**src/hdl/tgfr_frame_mem.sv**
```systemverilog
// Framebuffer store: one write port, one read port with registered read data.
`timescale 1ns / 1ps

module tgfr_frame_mem #(
  parameter int DEPTH  = 512,
  parameter int ADDR_W = 9
) (
  input  logic              clk,
  input  logic              wr_en,
  input  logic [ADDR_W-1:0] wr_addr,
  input  logic [7:0]        wr_data,
  input  logic [ADDR_W-1:0] rd_addr,
  output logic [7:0]        rd_data
);

  logic [7:0] mem [DEPTH];
  logic [7:0] rd_data_r;

  // Write port
  always_ff @(posedge clk) begin
    if (wr_en) begin
      mem[wr_addr] <= wr_data;
    end
  end

  // Read port, registered read data
  always_ff @(posedge clk) begin
    rd_data_r <= mem[rd_addr];
  end

  assign rd_data = rd_data_r;

endmodule

```
**config.mk**
```make
export PLATFORM = sky130hd
export DESIGN_NAME = tgfr_frame_mem
export DESIGN_NICKNAME = d
export VERILOG_FILES = /design/src/hdl/tgfr_frame_mem.sv
export SDC_FILE = /design/constraint.sdc
export NUM_CORES = 2
export LEC_CHECK = 0
export BUFFER_PORTS_ARGS = -buffer_cell sky130_fd_sc_hd__buf_2
export CAP_MARGIN = 0
export CORE_MARGIN = 2
export CORE_UTILIZATION = 60
export CTS_CLUSTER_DIAMETER = 50
export CTS_CLUSTER_SIZE = 40
export DETAILED_ROUTE_END_ITERATION = 8
export PLACE_DENSITY = 0.75
export SLEW_MARGIN = 20
export SYNTH_ARGS = -nofsm -noshare
export SYNTH_HDL_FRONTEND = slang
export SYNTH_SLANG_ARGS = --single-unit
export TNS_END_PERCENT = 20
```
**constraint.sdc**
```tcl
create_clock -name clk -period 6 [get_ports clk]
set_input_delay 0.3 -clock clk [delete_from_list [all_inputs] [get_ports clk]]
set_output_delay 0.3 -clock clk [all_outputs]
set_load 0.05 [all_outputs]
```
Yosys cells after proc, flatten, opt, wreduce, memory -nomap -nowiden:

Memory sizes are Yosys's and may differ from the RTL's. A register that Yosys moved wholly into a read port is not among the register bits.
Cells that the tools add are included.

* flip-flop bits (word level): 0
* bits in writable memories: 4096
* bits of input ports: 28
* output and inout bits: 8
* word-level logic and storage cells: 3
* memories kept: 1

Memories
* mem: depth 512, width 8, read ports 1, clocked after memory_dff 1, wr ports 1, line 16 `logic [7:0] mem [DEPTH];`

* muxes and demuxes: 2

Operator list (count)
* two-way mux 1 bit: 2

Logic depth before layout (Yosys ltp):

* word-level depth: 2
* gate-level depth with buffers: 12
* mapped depth without buffers: 7

Worst setup path after synthesis:

OpenSTA, ideal clock, no wires.

* kind: input to register
* from: in rd_addr[0]
* to: reg rd_data_r[0] (netlist: rd_data[0]) (read register of mem)
* library setup time: 0.118 ns
* data arrival time: 2.154 ns
* data required time: 5.882 ns
* setup slack: 3.728 ns
* cell stages on the path: 10
* buffers on the path: 4
* cell sequence: buf_4 -> buf_12 -> buf_12 -> buf_2 -> mux4_2 -> o21ai_0 -> nand3_1 -> nand4_1 -> o21ai_0 -> o2111a_1

RTL lines
* start, declared: line 12 `input logic [ADDR_W-1:0] rd_addr,`
* end, declared: line 17 `logic [7:0] rd_data_r;`

==> results_dict.tcl <==
set metrics [dict create \
    status "completed" \
    hold_viol 0 \
    coreArea_sq_um 265000 \
    vias 82707 \
    start_kind "input port" \
    initial_core_util_pct 60.3 \
    end_kind "register" \
    die_height_microns 520 \
    ys_ff_latch 4104 \
    hold_buffers 7 \
    drc 0 \
    drt_iter0_drc 12577 \
    grt_pass1_wl_microns 574000 \
    ios 36 \
    synth_cells 8030 \
    crit_required_ns 6.85 \
    area_growth_pct 9.45 \
    grt_overflow 0 \
    gp_congestion 0.902 \
    finalWorstSetupSlack_ns 2.02 \
    min-delay-start "wr_data[5]" \
    hold_depth 1 \
    grt_pass1_vias 80643 \
    via_per_inst 6.98 \
    ys.flop_type "edfxtp_1" \
    async_reset_ff_share_pct 0 \
    hold_end "mem[204][5]$_DFFE_PP_" \
    r2r_slack_ns 2.31 \
    rsz0062_at_grt "false" \
    finalSetupViolations 0 \
    relSlewSlack_pct 15.5 \
    antenna_found_initial 19 \
    clk_pin_slew_ns 0.08 \
    dp.cells 11246 \
    period_share_pct 66.4 \
    ys_seq_area_share_pct 77.0 \
    dp_hpwl_microns 234000 \
    cp.arrival_ns 4.83 \
    nNetsFinal 8069 \
    r2r-end "rd_data[0]$_DFF_P_" \
    root_buffer "clkbuf_16" \
    maxSlewViolCount 0 \
    final-seq-area_sq_um 123000 \
    drt_wl_total_microns 399000 \
    synth_cell_types 51 \
    cts_tree "built" \
    fillCellCount 16542 \
    cts-resized-gates 0 \
    multi_input_area_sq_um 34100 \
    crit_fanout 49 \
    port_buffers 35 \
    powerDensity_nw_per_um2 325 \
    fin_setup_tns_ns 0 \
    grt_max_degree 219 \
    cts_setup_buffers 0 \
    synth_nets 8058 \
    preCtsSetupSlack_ns 1.32 \
    clock_path_buffers 4 \
    min_path_type "in -> reg" \
    clock_latency_ns 0.91 \
    wl_per_cell_microns 33.7 \
    syn_area_sq_um 160000 \
    ant_nets 0 \
    cts_buffers 318 \
    worstMarginPinSlew_ns 1.27 \
    fin_cells 11846 \
    synth-edff-count 4096 \
    fin_worst_skew_ns 0.0676 \
    synth_warnings 0 \
    grt_usage_pct 29.3 \
    die_x_microns 520 \
    p_leak_nw 54.9 \
    syn_avg_cell_area_sq_um 19.9 \
    dieArea_sq_um 271000 \
    cts.sinks 4104 \
    critical_path_class "in -> reg" \
    drive_above_1_share_pct 17.5 \
    drv_cap 0 \
    vdd_ir_drop_max_mv 0.227 \
    dr.pass1.iters 8 \
    r2r_cells 8 \
    num_rows 189 \
    cts-htree-levels 5 \
    min_period_ns 3.98 \
    r2r-start "mem[35][0]$_DFFE_PP_" \
    fmax_mhz 251 \
]
==> cell type report <==
class	instances	share of cell area, %
diodes	10	0.0143
clock buffers	340	4.71
clock inverters	242	1.70
inverters	3	0.0107
multi-input cells	3410	19.5
flip-flops and latches	4104	70.4
well taps	3533	2.53
repair buffers	204	1.21
==> power by group <==
group	total, mW	switching (mW)	internal [mW]
Combinational	2.85	1.97	0.878
Sequential	31.6	0.0497	31.5
Clock	22.5	11.2	11.4
==> routing by layer <==
metal	GRT usage (%)	vias to the layer above	routed length, microns
li1	-	33473	-
met1	41.2	42735	145000
met2	44.9	5624	188000
met3	7.41	857	48900
met4	11.3	18	16800
met5	0	-	108
==> cells in the mapped netlist (4+ instances only) <==
| master | number | area share, % |
|---|---|---|
| a21oi_1 | 194 | 0.61 |
| mux2i_1 | 797 | 5.0 |
| o22ai_1 | 163 | 0.64 |
| o41ai_1 | 7 | 0.038 |
| buf_4 | 70 | 0.33 |
| a22oi_1 | 61 | 0.29 |
| a211oi_1 | 17 | 0.080 |
| dfxtp_1 | 8 | 0.10 |
| clkbuf_1 | 265 | 0.62 |
| nand2_1 | 111 | 0.26 |
| o2111a_1 | 8 | 0.056 |
| buf_6 | 64 | 0.45 |
| or2_2 | 4 | 0.016 |
| or3_1 | 6 | 0.023 |
| nand3_1 | 36 | 0.11 |
| o221ai_1 | 371 | 2.0 |
| and2_1 | 20 | 0.078 |
| mux4_2 | 654 | 9.2 |
| o21ai_0 | 118 | 0.37 |
| edfxtp_1 | 4096 | 77 |
| and3b_1 | 4 | 0.022 |
| nor3b_1 | 8 | 0.038 |
| nor4_1 | 36 | 0.14 |
| nor2b_1 | 6 | 0.023 |
| buf_1 | 41 | 0.096 |
| nor2_1 | 597 | 1.4 |
| o31ai_1 | 13 | 0.061 |
| nand2b_1 | 4 | 0.016 |
| a22o_1 | 5 | 0.027 |
| buf_8 | 11 | 0.10 |
| nand4_1 | 32 | 0.13 |
| and3_1 | 4 | 0.016 |
| buf_12 | 5 | 0.063 |
| o311ai_0 | 5 | 0.027 |
| nor3_1 | 109 | 0.34 |
| buf_2 | 57 | 0.18 |
==> cells in the final DEF, fill, tap and decap left out, drive strengths merged, types with 109 or more instances in the layout <==
| master | Yosys | routed |
|---|---|---|
| buf | 248 | 197 |
| mux4 | 654 | 654 |
| nor2 | 597 | 597 |
| o21ai | 119 | 119 |
| o221ai | 372 | 372 |
| edfxtp | 4096 | 4096 |
| a21oi | 194 | 194 |
| mux2i | 797 | 797 |
| clkbuf | 265 | 340 |
| nor3 | 109 | 109 |
| nand2 | 111 | 111 |
| o22ai | 163 | 163 |
==> logic make-up (layout without fill, tap and decap cells) <==
family / after synthesis / in the layout / synth area share (%)
DFF: 4104 / 4104 / 77.0
muxes: 1451 / 1451 / 14.2
and+or+nand+nor: 980 / 980 / 2.63
AOI/OAI and AO/OA: 979 / 979 / 4.31
other: 0 / 10 / 0
buffers and inverters: 516 / 789 / 1.85
==> how the worst max path moves through the flow <==
stage | start | endpoint | slack, ns | cells after the start
floorplan | rd_addr[0] | rd_data[0]$_DFF_P_ | 3.73 | 10
global placement | rd_addr[0] | rd_data[0]$_DFF_P_ | 1.32 | 10
detailed placement | rd_addr[0] | rd_data[4]$_DFF_P_ | 1.32 | 10
CTS | rd_addr[0] | rd_data[0]$_DFF_P_ | 2.28 | 10
global route | rd_addr[0] | rd_data[0]$_DFF_P_ | 2.10 | 11
finish | rd_addr[1] | rd_data[0]$_DFF_P_ | 2.02 | 10
==> worst max-delay path: stages <==
cell      delay [ns]
buf_8           0.37
nand2b_4        0.44
buf_12          0.35
o221ai_1        0.52
nor3_1          0.17
nor4_1          0.66
o311ai_0        0.54
nor4_1          0.89
buf_4           0.25
o2111a_1        0.17
==> flip-flops by register name (all words and copies together), names as in the netlist <==
register	cells
rd_data	8
mem	4096
==> through the flow <==
| stage | hold slack [ns] | cell area [sq um] | util [%] | power [mW] |
|---|---|---|---|---|
| floorplan | 0.399 | 160000 | - | 33.7 |
| finish | 0.0543 | 175000 | 66.0 | 57.0 |
| global placement | 0.825 | 164000 | 61.7 | 35.0 |
| detailed placement | 0.855 | 164000 | 61.7 | 35.0 |
| CTS | 0.0302 | 175000 | 66.0 | 57.0 |
| global route | 0.0544 | 175000 | 66.0 | 58.2 |
No activity file was read; power rests on OpenSTA's default activity.
