===== src/hdl/tgfr_pkg.sv =====
// Shared types, constants and the 5x7 font table for the text glyph renderer.
`timescale 1ns / 1ps

package tgfr_pkg;

  // Default panel geometry
  localparam int WIDTH_PX_DEF  = 128;
  localparam int HEIGHT_PX_DEF = 32;

  // Glyph cell
  localparam int GLYPH_COLS = 5;
  localparam int GLYPH_ROWS = 7;

  // One glyph: five columns, bit 0 is the top row
  typedef logic [GLYPH_COLS-1:0][GLYPH_ROWS-1:0] glyph_t;

  // Request codes
  typedef enum logic [1:0] {
    REQ_CLEAR = 2'd0,
    REQ_DRAW  = 2'd1,
    REQ_READ  = 2'd2,
    REQ_NONE  = 2'd3
  } req_t;

  // Pack five column bytes, leftmost column first
  function automatic glyph_t g5(input logic [7:0] c0, input logic [7:0] c1,
                                input logic [7:0] c2, input logic [7:0] c3,
                                input logic [7:0] c4);
    glyph_t g;
    g[0] = c0[6:0];
    g[1] = c1[6:0];
    g[2] = c2[6:0];
    g[3] = c3[6:0];
    g[4] = c4[6:0];
    return g;
  endfunction

  // Font lookup; lowercase folds to uppercase, anything unknown is blank
  function automatic glyph_t font_glyph(input logic [7:0] code);
    logic [7:0] c;
    glyph_t     g;
    c = code;
    if (code >= 8'h61 && code <= 8'h7a) begin
      c = code - 8'd32;
    end
    case (c)
      8'h21: g = g5(8'h00, 8'h00, 8'h5f, 8'h00, 8'h00); // !
      8'h23: g = g5(8'h14, 8'h7f, 8'h14, 8'h7f, 8'h14); // #
      8'h25: g = g5(8'h23, 8'h13, 8'h08, 8'h64, 8'h62); // %
      8'h28: g = g5(8'h00, 8'h1c, 8'h22, 8'h41, 8'h00); // (
      8'h29: g = g5(8'h00, 8'h41, 8'h22, 8'h1c, 8'h00); // )
      8'h2a: g = g5(8'h14, 8'h08, 8'h3e, 8'h08, 8'h14); // *
      8'h2b: g = g5(8'h08, 8'h08, 8'h3e, 8'h08, 8'h08); // +
      8'h2c: g = g5(8'h00, 8'h50, 8'h30, 8'h00, 8'h00); // ,
      8'h2d: g = g5(8'h08, 8'h08, 8'h08, 8'h08, 8'h08); // -
      8'h2e: g = g5(8'h00, 8'h60, 8'h60, 8'h00, 8'h00); // .
      8'h2f: g = g5(8'h20, 8'h10, 8'h08, 8'h04, 8'h02); // /
      8'h30: g = g5(8'h3e, 8'h51, 8'h49, 8'h45, 8'h3e); // 0
      8'h31: g = g5(8'h00, 8'h42, 8'h7f, 8'h40, 8'h00); // 1
      8'h32: g = g5(8'h42, 8'h61, 8'h51, 8'h49, 8'h46); // 2
      8'h33: g = g5(8'h21, 8'h41, 8'h45, 8'h4b, 8'h31); // 3
      8'h34: g = g5(8'h18, 8'h14, 8'h12, 8'h7f, 8'h10); // 4
      8'h35: g = g5(8'h27, 8'h45, 8'h45, 8'h45, 8'h39); // 5
      8'h36: g = g5(8'h3c, 8'h4a, 8'h49, 8'h49, 8'h30); // 6
      8'h37: g = g5(8'h01, 8'h71, 8'h09, 8'h05, 8'h03); // 7
      8'h38: g = g5(8'h36, 8'h49, 8'h49, 8'h49, 8'h36); // 8
      8'h39: g = g5(8'h06, 8'h49, 8'h49, 8'h29, 8'h1e); // 9
      8'h3a: g = g5(8'h00, 8'h36, 8'h36, 8'h00, 8'h00); // :
      8'h3c: g = g5(8'h08, 8'h14, 8'h22, 8'h41, 8'h00); // <
      8'h3d: g = g5(8'h14, 8'h14, 8'h14, 8'h14, 8'h14); // =
      8'h3e: g = g5(8'h41, 8'h22, 8'h14, 8'h08, 8'h00); // >
      8'h3f: g = g5(8'h02, 8'h01, 8'h51, 8'h09, 8'h06); // ?
      8'h41: g = g5(8'h7e, 8'h11, 8'h11, 8'h11, 8'h7e); // A
      8'h42: g = g5(8'h7f, 8'h49, 8'h49, 8'h49, 8'h36); // B
      8'h43: g = g5(8'h3e, 8'h41, 8'h41, 8'h41, 8'h22); // C
      8'h44: g = g5(8'h7f, 8'h41, 8'h41, 8'h22, 8'h1c); // D
      8'h45: g = g5(8'h7f, 8'h49, 8'h49, 8'h49, 8'h41); // E
      8'h46: g = g5(8'h7f, 8'h09, 8'h09, 8'h01, 8'h01); // F
      8'h47: g = g5(8'h3e, 8'h41, 8'h41, 8'h51, 8'h32); // G
      8'h48: g = g5(8'h7f, 8'h08, 8'h08, 8'h08, 8'h7f); // H
      8'h49: g = g5(8'h00, 8'h41, 8'h7f, 8'h41, 8'h00); // I
      8'h4a: g = g5(8'h20, 8'h40, 8'h41, 8'h3f, 8'h01); // J
      8'h4b: g = g5(8'h7f, 8'h08, 8'h14, 8'h22, 8'h41); // K
      8'h4c: g = g5(8'h7f, 8'h40, 8'h40, 8'h40, 8'h40); // L
      8'h4d: g = g5(8'h7f, 8'h02, 8'h04, 8'h02, 8'h7f); // M
      8'h4e: g = g5(8'h7f, 8'h04, 8'h08, 8'h10, 8'h7f); // N
      8'h4f: g = g5(8'h3e, 8'h41, 8'h41, 8'h41, 8'h3e); // O
      8'h50: g = g5(8'h7f, 8'h09, 8'h09, 8'h09, 8'h06); // P
      8'h51: g = g5(8'h3e, 8'h41, 8'h51, 8'h21, 8'h5e); // Q
      8'h52: g = g5(8'h7f, 8'h09, 8'h19, 8'h29, 8'h46); // R
      8'h53: g = g5(8'h46, 8'h49, 8'h49, 8'h49, 8'h31); // S
      8'h54: g = g5(8'h01, 8'h01, 8'h7f, 8'h01, 8'h01); // T
      8'h55: g = g5(8'h3f, 8'h40, 8'h40, 8'h40, 8'h3f); // U
      8'h56: g = g5(8'h1f, 8'h20, 8'h40, 8'h20, 8'h1f); // V
      8'h57: g = g5(8'h7f, 8'h20, 8'h18, 8'h20, 8'h7f); // W
      8'h58: g = g5(8'h63, 8'h14, 8'h08, 8'h14, 8'h63); // X
      8'h59: g = g5(8'h03, 8'h04, 8'h78, 8'h04, 8'h03); // Y
      8'h5a: g = g5(8'h61, 8'h51, 8'h49, 8'h45, 8'h43); // Z
      8'h5f: g = g5(8'h40, 8'h40, 8'h40, 8'h40, 8'h40); // _
      default: g = '0;                                 // space and unknown
    endcase
    return g;
  endfunction

endpackage


===== src/hdl/tgfr_slot_gen.sv =====
// Maps one draw slot (glyph column, upper or lower page) to a byte address and OR mask.
`timescale 1ns / 1ps

module tgfr_slot_gen #(
  parameter int WIDTH_PX  = 128,
  parameter int HEIGHT_PX = 32,
  parameter int ADDR_W    = 9
) (
  input  logic signed [8:0]    x_pos,
  input  logic signed [7:0]    y_pos,
  input  tgfr_pkg::glyph_t     glyph,
  input  logic [3:0]           slot,
  output logic                 slot_ok,
  output logic [ADDR_W-1:0]    slot_addr,
  output logic [7:0]           slot_bits
);

  localparam int PAGES = (HEIGHT_PX + 7) / 8;
  localparam logic [8:0] X_LIM = 9'(WIDTH_PX);
  localparam logic [4:0] P_LIM = 5'(PAGES);
  localparam logic [4:0] P_LAST = 5'(PAGES - 1);
  localparam logic [7:0] LAST_MASK = 8'((1 << (HEIGHT_PX - 8 * (PAGES - 1))) - 1);

  logic [2:0]  col;
  logic        half;
  logic [9:0]  col_x;
  logic [5:0]  page;
  logic        x_ok;
  logic        p_ok;
  logic [15:0] shifted;
  logic [7:0]  bits_raw;

  assign col  = slot[3:1];
  assign half = slot[0];

  // Column position and page, both two's complement
  assign col_x = {x_pos[8], x_pos} + {7'b0, col};
  assign page  = {y_pos[7], y_pos[7:3]} + {5'b0, half};

  assign x_ok = !col_x[9] && (col_x[8:0] < X_LIM);
  assign p_ok = !page[5] && (page[4:0] < P_LIM);

  // Glyph column shifted into the page pair by the row offset
  assign shifted  = {9'b0, glyph[col]} << y_pos[2:0];
  assign bits_raw = half ? shifted[15:8] : shifted[7:0];

  // Rows below the panel bottom in a partial last page are dropped
  assign slot_bits = (page[4:0] == P_LAST) ? (bits_raw & LAST_MASK) : bits_raw;
  assign slot_ok   = x_ok && p_ok;
  assign slot_addr = ADDR_W'(page[4:0]) * ADDR_W'(WIDTH_PX) + ADDR_W'(col_x[8:0]);

endmodule


===== config.mk =====
export PLATFORM = sky130hd
export DESIGN_NAME = tgfr_slot_gen
export DESIGN_NICKNAME = d
export VERILOG_FILES = /design/src/hdl/tgfr_pkg.sv /design/src/hdl/tgfr_slot_gen.sv
export SDC_FILE = /design/constraint.sdc
export NUM_CORES = 1
export LEC_CHECK = 0
export BUFFER_PORTS_ARGS = -buffer_cell sky130_fd_sc_hd__buf_4
export CORE_MARGIN = 2
export CORE_UTILIZATION = 40
export DETAILED_ROUTE_END_ITERATION = 10
export PLACE_DENSITY = 0.82
export SYNTH_ARGS = -nofsm -noshare
export SYNTH_HDL_FRONTEND = slang
export SYNTH_SLANG_ARGS = --single-unit

===== constraint.sdc =====
create_clock -name vclk -period 4.3
set_input_delay 1.075 -clock vclk [all_inputs]
set_output_delay 1.075 -clock vclk [all_outputs]
set_load 0.01 [all_outputs]

==> Word level (Yosys, flattened, before mapping) <==
Index checks and enable logic that the tools add are counted.
{ "word_totals": {"reg_bits": 0, "wordCells": 15} }
{ "op_classes": {"addsub": 3, "order_cmp": 3, "shifts": 1, "mux": 3, "n_reduce_logical": 5} }
{ "op_table": {"columns": ["cell", "n"], "rows": [
  ["$bmux 7 s3", 1],
  ["$shl 7x3->16", 1],
  ["$add 9x4->10", 1],
  ["$add 9x9->9", 1],
  ["$lt 9x8->1 const B", 1],
  ["$mux 8", 1],
  ["$mux 7", 1],
  ["$add 5x2->6", 1],
  ["$lt 5x3->1 const B", 1],
  ["$lt 3x4->1 const B", 1],
  ["$logic_and 1x1->1", 3],
  ["$logic_not 1->1", 2]
]} }

==> Depth between registers and ports, before layout <==
Gate-level depths: netlist of run 1.
{ "depth": {"ltp_word": 4, "ltp_mapped": 9, "ltp_nobuf": 9} }

==> Least setup slack after synthesis of run 1 <==
OpenSTA, ideal clock, no wires.
{ "synth_timing": {"path_kind": "input to output", "start": "input port x_pos[1]", "end": "output port slot_addr[8]", "t_arrival_ns": 2.669, "setup_slack_ns": 0.556, "cell_stages": 9, "path_buffers": 0, "path_cell_list": "ha_1 -> a21o_1 -> a21oi_1 -> nor2_1 -> xor2_1 -> ha_1 -> xnor2_1 -> xnor2_1 -> xnor2_1"} }
{ "synth_via": {"elab_chain_len": 2} }
{ "synth_lines": {"columns": ["item", "line", "text"], "rows": [
  ["from (decl)", "tgfr_slot_gen.sv:9", "input logic signed [8:0] x_pos,"],
  ["$add 9x4->10", "tgfr_slot_gen.sv:37", "assign col_x = {x_pos[8], x_pos} + {7'b0, col};"],
  ["$add 9x9->9", "tgfr_slot_gen.sv:50", "assign slot_addr = ADDR_W'(page[4:0]) * ADDR_W'(WIDTH_PX) + ADDR_W'(col_x[8:0]);"],
  ["to (decl)", "tgfr_slot_gen.sv:14", "output logic [ADDR_W-1:0] slot_addr,"]
]} }
No other way between the ends.

==> Worst setup path in the final report of run 1 <==
{ "layout_timing": {"start": "input port slot[1]", "end": "output port slot_addr[8]"} }
{ "layout_via": {"elab_chain_len": 2} }
{ "layout_lines": {"columns": ["item", "line", "text"], "rows": [
  ["from (decl)", "tgfr_slot_gen.sv:12", "input logic [3:0] slot,"],
  ["$add 9x4->10", "tgfr_slot_gen.sv:37", null],
  ["$add 9x9->9", "tgfr_slot_gen.sv:50", null]
]} }
No other way between the ends.

==> results.py, run 1 <==
metrics = {
    "clock_network": {
        "hold_buffer_count_at_cts": 0,
        "post_cts.resized_instances": 0,
        "post_cts_buffers": 0,
    },
    "global_routing": {
        "grt_first_pass_wirelength_um": 4640,
        "grt_max_degree": 18,
        "grt_busiest_layer": "met2",
        "gr-usage-all-layers_pct": 21.3,
        "grt_antenna_before_repair": 0,
        "grt_remaining_overflow": 0,
        "use_met3_pct": 3.45,
        "grt_use_met2_pct": 43.2,
        "grt_util_met1_pct": 23.7,
        "vias_in_the_first_global_route": 1137,
    },
    "layout": {
        "finish.net_count": 250,
        "drive_above_1_share_pct": 45.9,
        "clockBufferCount": 0,
        "most-common-layout-cells": "buf_4, mux2i_1, nor2_1, o22ai_1, xnor2_1",
        "antenna-diode-count": 0,
        "layout.area.seq_um2": 0,
        "final_common_cell": "buf_4",
        "nFillCells": 190,
        "seq_cells": 0,
        "syn2layout_area_growth_pct": 58.4,
    },
    "floorplan": {
        "design.portCount": 74,
        "starting_utilization_of_the_core_area_pct": 41.7,
        "die_area_um2": 2690,
        "die_y_um": 51.8,
        "fp.coreArea_um2": 2190,
        "rows": 17,
        "floorplan.die.width_um": 51.8,
    },
    "drt": {
        "drt_first_pass_iters": 4,
        "postRouteAntennaNets": 0,
        "drc": 0,
        "route.detailed.vias_per_inst": 5.35,
        "avgRoutedWirePerCell_um": 12.9,
        "postRouteWirelength_um": 2750,
        "drtIter0Drc": 19,
        "route.vias.total": 1140,
    },
    "power": {
        "total_power_w": 0.000176,
        "peakVddDrop_mv": 0.0815,
        "leakagePower_nw": 0.741,
        "powerDensity_nw_per_um2": 121,
    },
    "synth": {
        "synth_sequential_area_ratio_pct": 0,
        "synthesis.yosys.warnings": 0,
        "avgSynthCellArea_um2": 7.82,
        "synth.cell_area_um2": 915,
        "synth_cell_types": 34,
        "synth_top_area_cells": "mux2i_1, ha_1, xnor2_1",
        "syn_inst": 117,
        "synth.largest_area_cell": "mux2i_1",
        "synth.top_cell.area_share_pct": 26.3,
        "mapped_nets": 180,
    },
    "timing": {
        "relSlewSlack_pct": 77.2,
        "rsz0062_at_grt": "false",
        "final_hold_fails": 0,
        "final_count_of_pins_violating_max_slew": 0,
        "fin_hold_ws_ns": 2.45,
        "fin_tns_setup_ns": 0,
        "highest_clock_rate_mhz": 243,
        "fin_crit_sh_pct": 95.6,
        "finalWorstSetupSlack_ns": 0.187,
        "fin_crit_ns": 4.11,
        "tightestPinTransition_ns": 0.341,
        "finalSetupViolations": 0,
    },
    "setup_path": {
        "criticalPathCategory": "in -> out",
        "cp.required_ns": 3.22,
        "crit_path_max_fanout": 17,
        "worstSetupStartpointType": "primary input",
        "worst_endpoint_data_arrival_time_ns": 3.04,
        "cp-end-kind": "output pin",
    },
    "placed_design": {
        "gp_routability_congestion": 0.762,
        "placement.io_buffers": 74,
        "hpwl_um": 2370,
        "place_worst_setup_slack_ns": 0.186,
    },
    "job": {
        "maxCapViolations": 0,
    },
    "status": {
        "status": "completed",
    },
    "worst_hold_path": {
        "worstHoldPathType": "in -> out",
    },
}
## final cells by class
class,instances,area [um^2],share of cell area [%]
Timing Repair Buffer,74,556,38.3
Multi-Input combinational cell,105,836,57.7
Inverter,6,22.5,1.55
Tap cell,28,35.0,2.42
## kinds of logic (layout without fill, tap and decap cells)
| kind of cell | Yosys count | in the layout | synth area share, % |
|---|---|---|---|
| adder cells (fa/ha/maj) | 7 | 7 | 10.4 |
| AO/OA/AOI/OAI | 30 | 30 | 26.0 |
| buffers and inverters | 12 | 80 | 8.62 |
| AND/OR/NAND/NOR | 34 | 34 | 19.2 |
| XOR/XNOR | 10 | 10 | 9.58 |
| multiplexers | 24 | 24 | 26.3 |
## routing by layer
layer	share of wire [%]	vias up	wire, um
met4	0	0	0
met3	8.6	0	237
met5	0	-	0
met2	53	52	1440
li1	-	578	-
met1	39	510	1070
## through the flow
| step | instance area [um^2] | instances | utilization (%) |
|---|---|---|---|
| after floorplan | 915 | 117 | - |
| final | 1450 | 213 | 66.1 |
| after detailed placement | 1450 | 213 | 66.1 |
| after global routing | 1450 | 213 | 66.1 |
| after global placement | 1450 | 213 | 66.1 |
| after CTS | 1450 | 213 | 66.1 |
## path summary, 6_finish.rpt
kind | end | slack [ns] | cells after the start | startpoint
setup / recovery | slot_addr[8] | 0.19 | 11 | slot[1]
hold / removal | slot_addr[5] | 2.45 | 3 | x_pos[5]
## synth_stat cells, types with 2 or more instances
master     count
xnor2_1        8
or2_2          3
a21oi_1        3
o22ai_1       11
xor2_1         2
nand4_1        3
buf_4          2
nand2_1        6
nor2_1        14
buf_6          2
o2bb2ai_1      2
a21o_1         2
mux2i_1       24
inv_1          6
ha_1           6
a31oi_1        5
## worst max-delay path, stage by stage
cell	delay, ns
buf_4	0.19
ha_1	0.22
a21o_1	0.18
a21oi_1	0.26
nor2_1	0.13
xor2_1	0.16
ha_1	0.20
xnor2_1	0.17
xnor2_1	0.16
xnor2_1	0.15
buf_4	0.15
## power by group
part,internal [W],leakage (nW),switching [W]
combinational,0.0000972,0.741,0.0000783
clock,0,0,0
sequential,0,0,0
total,0.0000972,0.741,0.0000783
Power figures use the tool's default switching activity.
==> run 2, diff against run 1 <==
- RECOVER_POWER: not set -> 50
==> run 2 against run 1 <==
  * Non-clock buffer count unchanged
  * Largest cell class unchanged
  * Global-route usage is the same
  * Final area down 2.8%
  * Sequential share of layout area unchanged
  * Fmax about the same
  * Critical path type unchanged
  * Routed wire length up 0.95%
  * Combinational power fell by 5%
  * Count of clock-buffer cells in the layout did not move
==> results.py, run 2 (synthesized netlist as in run 1, its figures left out) <==
metrics = {
    "global_routing": {
        "grt_antenna_before_repair": 0,
        "gr-usage-all-layers_pct": 21.3,
        "grt_first_pass_wirelength_um": 4640,
        "grt_max_degree": 18,
        "grt_remaining_overflow": 0,
        "vias_in_the_first_global_route": 1137,
    },
    "status": {
        "status": "completed",
    },
    "floorplan": {
        "die_y_um": 51.8,
        "floorplan.die.width_um": 51.8,
        "starting_utilization_of_the_core_area_pct": 41.7,
        "fp.coreArea_um2": 2190,
        "die_area_um2": 2690,
        "design.portCount": 74,
        "rows": 17,
    },
    "timing": {
        "finalSetupViolations": 0,
        "tightestPinTransition_ns": 0.355,
        "relSlewSlack_pct": 76.1,
        "fin_crit_ns": 4.12,
        "fin_crit_sh_pct": 95.7,
        "final_hold_fails": 0,
        "final_count_of_pins_violating_max_slew": 0,
        "fin_tns_setup_ns": 0,
        "rsz0062_at_grt": "false",
        "highest_clock_rate_mhz": 243,
    },
    "drt": {
        "avgRoutedWirePerCell_um": 13.0,
        "postRouteAntennaNets": 0,
        "drt_first_pass_iters": 4,
        "postRouteWirelength_um": 2770,
        "route.detailed.vias_per_inst": 5.34,
        "drc": 0,
        "drtIter0Drc": 19,
        "route.vias.total": 1137,
    },
    "setup_path": {
        "crit_chain": "buf_4 > ha_1 > a21o_1 > a21oi_1 > nor2_1 > xor2_1 > ha_1 > xnor2_1 > xnor2_1 > xnor2_1 > buf_4",
        "cp.required_ns": 3.22,
        "cp_slowest_stage_delay_ns": 0.26,
        "worstSetupStartpointType": "primary input",
        "worstSetupPathDepth": 11,
        "crit_path_start": "slot[1]",
        "worst_path_most_repeated_cell": "xnor2_1",
        "crit_path_max_fanout": 17,
        "criticalPathCategory": "in -> out",
        "cp_top_family": "XOR/XNOR gates",
        "cp-endpoint": "slot_addr[8]",
        "timing.critical_path.slowest_stage_cell": "a21oi_1",
        "cp_num_buf_inv": 2,
        "worst_endpoint_data_arrival_time_ns": 3.04,
        "cp-end-kind": "output pin",
    },
    "clock_network": {
        "hold_buffer_count_at_cts": 0,
        "post_cts_buffers": 0,
        "post_cts.resized_instances": 0,
    },
    "layout": {
        "final_cell_area_um2": 1410,
        "layout.area.seq_um2": 0,
        "seq_cells": 0,
        "clockBufferCount": 0,
        "syn2layout_area_growth_pct": 53.9,
        "most-common-layout-cells": "buf_4, mux2i_1, nor2_1, o22ai_1, xnor2_1",
        "final_common_cell": "buf_4",
        "drive_above_1_share_pct": 41.6,
        "antenna-diode-count": 0,
        "finish.net_count": 250,
    },
    "placed_design": {
        "placement.io_buffers": 74,
        "gp_routability_congestion": 0.762,
        "placedInstanceArea_um2": 1450,
        "hpwl_um": 2370,
    },
    "worst_hold_path": {
        "worstHoldPathType": "in -> out",
        "hold-path-cell-count": 3,
    },
    "power": {
        "powerDensity_nw_per_um2": 119,
        "peakVddDrop_mv": 0.0803,
        "leakagePower_nw": 0.720,
    },
    "job": {
        "maxCapViolations": 0,
    },
}
[run 2: area by class of cell]
| type | instances | area (um^2) |
|---|---|---|
| fill | 196 | 783 |
| inverter | 6 | 22.5 |
| multi-input combinational | 105 | 813 |
| tap | 28 | 35.0 |
| timing repair buffer | 74 | 537 |
[run 2: how the worst min path moves through the flow]
stage	startpoint	end	slack [ns]
finish	x_pos[5]	slot_addr[5]	2.43
global route	x_pos[5]	slot_addr[5]	2.46
CTS	x_pos[5]	slot_addr[5]	2.45
detailed placement	x_pos[6]	slot_addr[6]	2.44
global placement	x_pos[5]	slot_addr[5]	2.44
floorplan	x_pos[5]	slot_addr[5]	2.23
[run 2: report_power, final]
group | internal [W] | leakage, nW | switching, W
clock | 0 | 0 | 0
combinational | 0.0000904 | 0.720 | 0.0000771
sequential | 0 | 0 | 0
[run 2: tightest hold or removal path: cells and delay by family]
kind	cells	cell delay, ns
xor+xnor	1	0.06
buf+inv	2	0.22
[run 2: per-stage QoR]
stage               std cells  setup slack (ns)  utilization [%]  total power, W  hold slack, ns
global placement          213             0.239             66.1        0.000171            2.44
CTS                       213             0.168             66.1        0.000176            2.45
global route              213            0.0834             64.2        0.000184            2.46
finish                    213             0.185             64.2        0.000167            2.43
detailed placement        213             0.186             66.1        0.000175            2.44
floorplan                 117             0.556                -       0.0000961            2.23
[run 2: per-layer routing]
metal / routed length (um) / up-vias / global-route usage (%)
li1: - / 579 / -
met1: 1100 / 508 / 23.7
met2: 1440 / 50 / 43.2
met3: 226 / 0 / 3.45
met4: 0 / 0 / 0.877
met5: 0 / - / 0
